### config.mk
export PLATFORM = sky130hd
export DESIGN_NAME = socket_egress_rule_check
export DESIGN_NICKNAME = d
export VERILOG_FILES = /design/src/serc_pkg.sv /design/src/serc_ctrl.sv /design/src/serc_dpath.sv /design/src/socket_egress_rule_check.sv
export SDC_FILE = /design/constraint.sdc
export NUM_CORES = 1
export LEC_CHECK = 0
export BUFFER_PORTS_ARGS = -buffer_cell sky130_fd_sc_hd__buf_2
export CAP_MARGIN = 20
export CORE_MARGIN = 8
export CORE_UTILIZATION = 56
export DETAILED_ROUTE_END_ITERATION = 10
export GPL_ROUTABILITY_DRIVEN = 0
export HOLD_SLACK_MARGIN = 0.03
export PLACE_DENSITY = 0.74
export SLEW_MARGIN = 5
export SYNTH_ARGS = -nofsm -noshare
export SYNTH_HDL_FRONTEND = slang
export SYNTH_HIERARCHICAL = 1
export SYNTH_SLANG_ARGS = --single-unit
export TNS_END_PERCENT = 5
### constraint.sdc
create_clock -name clk -period 13.27 [get_ports clk]
set_input_delay 1.327 -clock clk [delete_from_list [all_inputs] [get_ports clk]]
set_output_delay 1.327 -clock clk [all_outputs]
set_load 0.01 [all_outputs]
### src/serc_pkg.sv
`timescale 1ns / 1ps
// ----------------------------------------------------------------------------
// Socket egress rule check package
// Shared types, command codes and constants for the rule check block.
// ----------------------------------------------------------------------------
package serc_pkg;

	localparam int ALLOW_DEPTH_DEF  = 64;
	localparam int REPORT_LIMIT_DEF = 32;

	localparam logic [3:0]  STATE_LISTEN = 4'hA;
	localparam logic [7:0]  LOOP_OCTET   = 8'd127;
	localparam logic [31:0] MAPPED_TAG   = 32'h0000_FFFF;
	localparam logic [15:0] COUNT_MAX    = 16'hFFFF;

	typedef enum logic [1:0] {
		CMD_START = 2'd0,
		CMD_ADD   = 2'd1,
		CMD_JUDGE = 2'd2,
		CMD_NOP   = 2'd3
	} cmd_e_t;

	typedef enum logic [2:0] {
		ST_IDLE,
		ST_DECIDE,
		ST_WALK,
		ST_DRAIN,
		ST_FINISH
	} state_t;

	typedef struct packed {
		logic [1:0]  command;
		logic [15:0] port_value;
		logic        is_tcp;
		logic [3:0]  tcp_state;
		logic        is_v6;
		logic [63:0] remote_addr_high;
		logic [63:0] remote_addr_low;
		logic [15:0] local_port;
		logic [15:0] remote_port;
	} item_t;

	typedef struct packed {
		logic        violation;
		logic        listed;
		logic [15:0] violation_count;
		logic [6:0]  allowed_count;
	} result_t;

	typedef struct packed {
		logic load;
		logic read;
		logic finish;
	} ctl_t;

	typedef struct packed {
		logic is_judge;
		logic needs_walk;
		logic last_addr;
	} stat_t;

endpackage

### src/serc_ctrl.sv
`timescale 1ns / 1ps
// ----------------------------------------------------------------------------
// Socket egress rule check controller
// Sequences one command: capture, decision, list walk and completion.
// ----------------------------------------------------------------------------
module serc_ctrl
	import serc_pkg::*;
(
	input  logic  clk,
	input  logic  arst_n,
	input  logic  start,
	input  stat_t stat,
	output logic  busy,
	output ctl_t  ctl
);

	state_t state_q;
	state_t state_nx;

	always_ff @(posedge clk or negedge arst_n) begin
		if (!arst_n) begin
			state_q <= ST_IDLE;
		end else begin
			state_q <= state_nx;
		end
	end

	always_comb begin
		state_nx = state_q;
		ctl      = '0;
		busy     = 1'b1;
		unique case (state_q)
			ST_IDLE: begin
				busy = 1'b0;
				if (start) begin
					ctl.load = 1'b1;
					state_nx = ST_DECIDE;
				end
			end
			ST_DECIDE: begin
				if (stat.is_judge && stat.needs_walk) begin
					state_nx = ST_WALK;
				end else begin
					ctl.finish = 1'b1;
					state_nx   = ST_IDLE;
				end
			end
			ST_WALK: begin
				ctl.read = 1'b1;
				if (stat.last_addr) begin
					state_nx = ST_DRAIN;
				end
			end
			ST_DRAIN: begin
				state_nx = ST_FINISH;
			end
			ST_FINISH: begin
				ctl.finish = 1'b1;
				state_nx   = ST_IDLE;
			end
			default: begin
				state_nx = ST_IDLE;
			end
		endcase
	end

endmodule

### src/serc_dpath.sv
`timescale 1ns / 1ps
// ----------------------------------------------------------------------------
// Socket egress rule check datapath
// Holds the command, the allowed-port memory, the counters and the result.
// ----------------------------------------------------------------------------
module serc_dpath
	import serc_pkg::*;
#(
	parameter int ALLOW_DEPTH  = ALLOW_DEPTH_DEF,
	parameter int REPORT_LIMIT = REPORT_LIMIT_DEF
) (
	input  logic    clk,
	input  logic    arst_n,
	input  item_t   item,
	input  ctl_t    ctl,
	output stat_t   stat,
	output logic    done,
	output result_t result
);

	localparam int AW = (ALLOW_DEPTH > 1) ? $clog2(ALLOW_DEPTH) : 1;
	localparam int CW = $clog2(ALLOW_DEPTH + 1);

	logic [15:0]   mem [ALLOW_DEPTH];
	item_t         item_q;
	logic [CW-1:0] total_q;
	logic [15:0]   count_q;
	logic [AW-1:0] raddr_q;
	logic [15:0]   rdata_s1;
	logic          rvalid_s1;
	logic          hit_q;
	logic          done_q;
	result_t       result_q;

	logic          listen;
	logic          mapped;
	logic          loop;
	logic          connected;
	logic          pass_fast;
	logic          needs_walk;
	logic          judge_viol;
	logic          total_full;
	logic          wr_en;
	logic          vflag;
	logic          lflag;
	logic [CW-1:0] total_nx;
	logic [15:0]   count_nx;

	always_comb begin
		listen = item_q.is_tcp && (item_q.tcp_state == STATE_LISTEN);
		mapped = (item_q.remote_addr_high == 64'd0)
			&& (item_q.remote_addr_low[63:32] == MAPPED_TAG);
		if (item_q.is_v6) begin
			loop = ((item_q.remote_addr_high == 64'd0) && (item_q.remote_addr_low == 64'd1))
				|| (mapped && (item_q.remote_addr_low[31:24] == LOOP_OCTET));
			connected = ((item_q.remote_addr_high | item_q.remote_addr_low) != 64'd0)
				&& (item_q.remote_port != 16'd0);
		end else begin
			loop      = item_q.remote_addr_low[31:24] == LOOP_OCTET;
			connected = (item_q.remote_addr_low[31:0] != 32'd0)
				&& (item_q.remote_port != 16'd0);
		end
		pass_fast  = listen || !connected;
		needs_walk = !pass_fast && loop && (total_q != '0);
		judge_viol = !pass_fast && !(needs_walk && hit_q);
		total_full = total_q == CW'(ALLOW_DEPTH);
	end

	always_comb begin
		stat.is_judge   = item_q.command == CMD_JUDGE;
		stat.needs_walk = needs_walk;
		stat.last_addr  = raddr_q == AW'(total_q - CW'(1));
	end

	always_comb begin
		total_nx = total_q;
		count_nx = count_q;
		wr_en    = 1'b0;
		vflag    = 1'b0;
		lflag    = 1'b0;
		unique case (cmd_e_t'(item_q.command))
			CMD_START: begin
				total_nx = '0;
				count_nx = '0;
			end
			CMD_ADD: begin
				if (!total_full) begin
					wr_en    = 1'b1;
					total_nx = total_q + CW'(1);
				end
			end
			CMD_JUDGE: begin
				if (judge_viol) begin
					vflag = 1'b1;
					lflag = count_q < 16'(REPORT_LIMIT);
					if (count_q != COUNT_MAX) begin
						count_nx = count_q + 16'd1;
					end
				end
			end
			CMD_NOP: begin
			end
		endcase
	end

	always_ff @(posedge clk) begin
		if (ctl.finish && wr_en) begin
			mem[total_q[AW-1:0]] <= item_q.port_value;
		end
		if (ctl.read) begin
			rdata_s1 <= mem[raddr_q];
		end
	end

	always_ff @(posedge clk) begin
		if (ctl.load) begin
			item_q <= item;
		end
		if (ctl.finish) begin
			result_q.violation       <= vflag;
			result_q.listed          <= lflag;
			result_q.violation_count <= count_nx;
			result_q.allowed_count   <= 7'(total_nx);
		end
	end

	always_ff @(posedge clk or negedge arst_n) begin
		if (!arst_n) begin
			total_q   <= '0;
			count_q   <= '0;
			raddr_q   <= '0;
			rvalid_s1 <= 1'b0;
			hit_q     <= 1'b0;
			done_q    <= 1'b0;
		end else begin
			done_q    <= ctl.finish;
			rvalid_s1 <= ctl.read;
			if (ctl.finish) begin
				total_q <= total_nx;
				count_q <= count_nx;
			end
			if (ctl.load) begin
				raddr_q <= '0;
			end else if (ctl.read) begin
				raddr_q <= raddr_q + AW'(1);
			end
			if (ctl.load) begin
				hit_q <= 1'b0;
			end else if (rvalid_s1 && ((rdata_s1 == item_q.local_port)
				|| (rdata_s1 == item_q.remote_port))) begin
				hit_q <= 1'b1;
			end
		end
	end

	assign done   = done_q;
	assign result = result_q;

endmodule

### src/socket_egress_rule_check.sv
`timescale 1ns / 1ps
// ----------------------------------------------------------------------------
// Socket egress rule check
// Judges sockets against an allowed-port egress rule and counts violations.
// ----------------------------------------------------------------------------
//
// Channel   Handshake          Payload    Transfer
// command   start / busy       item       edge with start high and busy low
// result    done (one cycle)   result     edge that ends the done cycle
//
// A judge of a connected, non-listening loopback socket with allowed ports
// held walks the port memory one entry a cycle over its single read port,
// then drains and finishes; other commands go from the decision state to the
// result. Reset clears the state machine and both counts; the port memory
// holds no reset value and is read only below the count. The receiver cannot
// stall, so each result is shown for one cycle.
//
module socket_egress_rule_check
	import serc_pkg::*;
#(
	parameter int ALLOW_DEPTH  = ALLOW_DEPTH_DEF,
	parameter int REPORT_LIMIT = REPORT_LIMIT_DEF
) (
	input  logic    clk,
	input  logic    arst_n,
	input  logic    start,
	output logic    busy,
	input  item_t   item,
	output logic    done,
	output result_t result
);

	ctl_t  ctl;
	stat_t stat;

	serc_ctrl u_ctrl (
		.clk    (clk),
		.arst_n (arst_n),
		.start  (start),
		.stat   (stat),
		.busy   (busy),
		.ctl    (ctl)
	);

	serc_dpath #(
		.ALLOW_DEPTH  (ALLOW_DEPTH),
		.REPORT_LIMIT (REPORT_LIMIT)
	) u_dpath (
		.clk    (clk),
		.arst_n (arst_n),
		.item   (item),
		.ctl    (ctl),
		.stat   (stat),
		.done   (done),
		.result (result)
	);

endmodule

* Word-level counts from Yosys, hierarchy flattened *
Memory sizes are Yosys's and may differ from the RTL's. A register that Yosys moved wholly into a read port is not among the register bits.
Cells that the tools add are included.
W data, S select, Z words.

storage, ports and cells
  bits in latches = 0
  output and inout port bits = 27
  bits in read-only memories = 0
  memories = 1
  memory bits (writable) = 1,024
  register bits = 244

memory list
  memory       words  bits a word  read ports  clocked after memory_dff  wr ports  line              text
  u_dpath.mem  64     16           1           1                         1         serc_dpath.sv:24  logic [15:0] mem [ALLOW_DEPTH];

cells by class
  magnitude comparators = 1
  add/sub/neg operators = 4
  multipliers = 0
  reduce and logical (&&, ||, !) cells = 30
  shift operators = 0
  muxes and demuxes = 26
  divide/modulo/power cells = 0
  bitwise logic cells = 1
  equal/unequal tests = 17

operator list
  cell                     number
  $eq A64 B1 Y1 const B    1
  $logic_not A64 Y1        1
  $or A64 B64 Y64          1
  $reduce_bool A64 Y1      1
  $eq A16 B16 Y1           2
  $eq A32 B16 Y1 const B   1
  $mux W16                 2
  $pmux W16 S2             1
  $reduce_bool A32 Y1      1
  $add A16 B1 Y16 const B  1
  $lt A16 B6 Y1 const B    1
  $ne A16 B16 Y1 const B   1
  $reduce_bool A16 Y1      1
  $mux W1                  14
  $pmux W7 S2              1
  $logic_and A1 B1 Y1      13
  $mux W6                  2
  $pmux W3 S4              1
  $eq A8 B7 Y1 const B     1
  $add A7 B1 Y7 const B    1
  $eq A7 B7 Y1 const B     1
  $mux W7                  1
  $reduce_bool A7 Y1       1
  $add A6 B1 Y6 const B    1
  18 further kinds         27

* Logic depth before layout (Yosys ltp) *
  depth after elaboration = 15
  gate-level depth with buffers = 14
  gate-level depth less buffers = 13

* By module *
Netlist, hierarchy kept.

modules (own cells, without submodules)
  module      seq. area each (um^2)  times used  area an instance (um^2)  cells each
  serc_dpath  38,306.7               1           48,954.5                 2,160
  serc_ctrl   75.1                   1           165.2                    17

* Worst setup path after synthesis *
No wires, ideal clock.

  path kind = input-to-reg
  from = input port start
  to = register u_dpath/item_q[0] (netlist name) (enable)
  slack = 6,559 ps
  arrival time = 6,122 ps
  cell stages on the path = 2
  path through = inv_1 -> nor2_2

RTL lines
  item                    line                            text
  start: declaration      socket_egress_rule_check.sv:26  input logic start,
  end signal: assignment  serc_dpath.sv:117               item_q <= item;
  end: declaration        serc_dpath.sv:25                item_t item_q;

==> metrics <==
status=finished clean; share of cells above drive strength 1=32.7%; ys async rst share=between 2 and 3%; global route total overflow=0; Syn Area/Cell=22.6 µm²; unrepaired setup endpoints after global routing=false; largest cells by area after synthesis=edfxtp_1, mux4_2, dfrtp_1; Routed Antenna Nets=0; worst hold-check path type=flip-flop to flip-flop; routed length on met3=between 10000 and 15000 µm; Max Root-Sink Buffers=3; count leader, synth=edfxtp_1; Worst Skew=around 0.044 ns; CP endpoint kind=flip-flop; Crit Reg-Reg Endpoint=u_dpath/rdata_s1[3]$_DFFE_PP_; critical hold path startpoint=u_dpath/rvalid_s1$_DFF_PN0_; vias=24500; reg-to-reg startpoint=u_dpath/raddr_q[0]$_DFFE_PN0P_; crit path DAT=between 5 and 6 ns; fillers=~5500; clock slew at reported path FFs=about 0.070 ns; max incr delay on CP=just over 0.9 ns; final wirelength=approximately 120000 µm; Die Ht=312 µm; worst skew pair latency=~0.71 ns; Critical Path Fanout Max=47; Highest Signal Layer=met5; crit path kind=flip-flop to flip-flop; Unique masters post-synth=59; post-detail-place hpwl=between 60000 and 70000 µm; Post-Syn Nets=around 2400; Int Power=0.00656 W; EDFF count, synth=approximately 1200; YS warnings=6; vias per cell=~6.5; CP max stage cell=dfrtp_4; layout net count=2700; initial antenna violation count=10; H-tree levels=3; Switch Pwr=around 0.0016 W; residual DRC count=0; sequential fraction of the synthesis area=78.1%; Max Slew Vio Count=0; GRT Total Usage=approximately 25%; CTS Hold Bufs=0; IO Pins=approximately 210; sw frac=between 10% and 20%; core area=slightly below 0.09 mm²; CTS root buffer=clkbuf_16; Peak VDD IR=around 0.13 mV; Syn Inst Count=2177; Yosys top cell by area=edfxtp_1; total power=~0.008 W; PostCTS Resize Cnt=0; drt first pass iters=5; relative slew slack=27.3%; CTS sink count=between 1000 and 1500; Slew @ Worst Pin=~1.1 ns; main flop type after synthesis=edfxtp_1; worst setup path start=u_dpath/raddr_q[0]$_DFFE_PN0P_; endpoints failing setup=0; DR iter-0 viols=3617; cell area after synthesis=roughly 0.049 mm²; top post-synthesis cells by count=edfxtp_1, mux4_2, nor2_1, clkbuf_1, nor4_1; clock period minus worst slack=around 5.5 ns; fin crit share=roughly two fifths; Reg power frac=55.4%; pin count of the biggest net entering global routing=130; wire length on met1=44000 µm; area growth from synthesis to layout=14.0%; Die Wd=~310 µm; Starting Density=approximately 57%; clock power share=approximately two fifths; utilization after layout=between 60 and 70%; DR WL/cell=around 32 µm; Worst setup SP type=flip-flop; number of synthesized register bits=1284; WL met2=slightly below 60000 µm; Setup Buffers After CTS=0; Max Clk Rate=around 0.18 GHz; Worst Hold Endpoint=u_dpath/hit_q$_DFFE_PN0P_; global-route wire length before repair=between 150000 and 200000 µm; Yosys top cell area share=about three quarters; final setup TNS=0 ns; total clock buffers created by CTS=between 100 and 150; Max Cap Viol=0; Hold Path Depth=2; num rows=around 110; Lkg Pwr=approximately 18 nW; Reg2Reg Depth=6; number of global-route vias before repair=between 20000 and 25000; Comb pwr share=under 10%; power density cells=~150 mW/mm²; TritonCTS clock tree=yes; crit path cell chain=buf_4 -> buf_4 -> buf_4 -> mux4_2 -> mux4_2 -> mux4_2; R2R Setup Slk=between 7 and 8 ns; Final Hold Vio Count=0; WP data required=~14 ns; PortBufs=between 200 and 250; die footprint=slightly below 0.1 mm²
-- cells by family (layout without fill, tap and decap cells) --
kind of cell               after synthesis  count (layout)  share of synthesized area (%)
AOI/OAI and AO/OA                       72              72                           1.05
xor gates and xnor gates                44              44                          0.785
adders and majority gates                5               5                          0.127
buffers and inverters                  113             547                          0.968
DFF                                   1284            1284                           78.1
muxes                                  344             344                           15.6
other                                    0               7                              0
and+or+nand+nor                        315             315                           3.35
-- worst max-delay path: cells and delay by family, from the launching register on --
kind,cells,cell delay [ns]
buffers and inverters,3,2.50
DFF,1,0.91
muxes,3,1.62
-- registers in the layout, indices dropped and copies added (netlist names), 3 cells and up --
name / flops
u_ctrl/state_q: 3
u_dpath/mem: 1024
u_dpath/count_q: 16
u_dpath/item_q: 184
u_dpath/rdata_s1: 16
u_dpath/raddr_q: 6
u_dpath/result: 25
u_dpath/total_q: 7
-- per-layer routing --
layer / vias to the layer above / global-route usage (%)
li1: 9912 / -
met1: 12800 / 33.1
met2: 1530 / 39.6
met3: 238 / 7.21
met4: 6 / 6.87
met5: - / 0
-- placed cells by master (no fill, tap or decap), drive strengths merged, types with 15 or more instances in the layout --
cell type  instances
or4               15
o21ai             20
nand2             48
clkinv            51
buf              314
nand4             23
clkbuf           143
nor2              89
xor2              40
nand3             18
dfrtp             35
bufinv            17
mux4             336
nor4              51
edfxtp          1249
-- metrics by stage --
step	cell area, µm²	hold WS, ns	instances	worst slack [ns]
floorplan	49100	0.458	2177	6.56
global placement	52000	0.470	3538	7.70
detailed placement	52000	0.485	3539	7.62
CTS	55900	0.505	3762	7.64
global route	56000	0.528	3766	7.32
finish	56000	0.508	3773	7.75
-- area by class of cell --
class	instances	area [µm²]	area share (%)
sequential	1284	38400	68.6
multi-input combinational	780	10300	18.4
clock buffer	143	3090	5.51
timing repair buffer	314	1880	3.36
tap	1155	1450	2.58
clock inverter	80	860	1.53
inverter	10	37.5	0.0670
antenna	7	17.5	0.0313
-- power by group through the flow --
stage | Combinational (W) | Clock, W | Sequential [W]
global route | 0.000222 | 0.00363 | 0.00454
global placement | 0.000190 | 0 | 0.00462
CTS | 0.000204 | 0.00348 | 0.00454
finish | 0.000207 | 0.00345 | 0.00454
floorplan | 0.0000818 | 0 | 0.00464
detailed placement | 0.000203 | 0 | 0.00463
-- how the worst max path moves through the flow --
stage | end | slack (ns) | cells after the start
after global routing | u_dpath/rdata_s1[3]$_DFFE_PP_ | 7.32 | 6
after global placement | u_dpath/rdata_s1[3]$_DFFE_PP_ | 7.70 | 6
after floorplan | u_dpath/item_q[0]$_DFFE_PP_ | 6.56 | 2
after detailed placement | u_dpath/rdata_s1[2]$_DFFE_PP_ | 7.62 | 6
after CTS | u_dpath/rdata_s1[3]$_DFFE_PP_ | 7.64 | 6
final | u_dpath/rdata_s1[3]$_DFFE_PP_ | 7.75 | 6
Note: power is estimated with default switching activity, not from simulation.
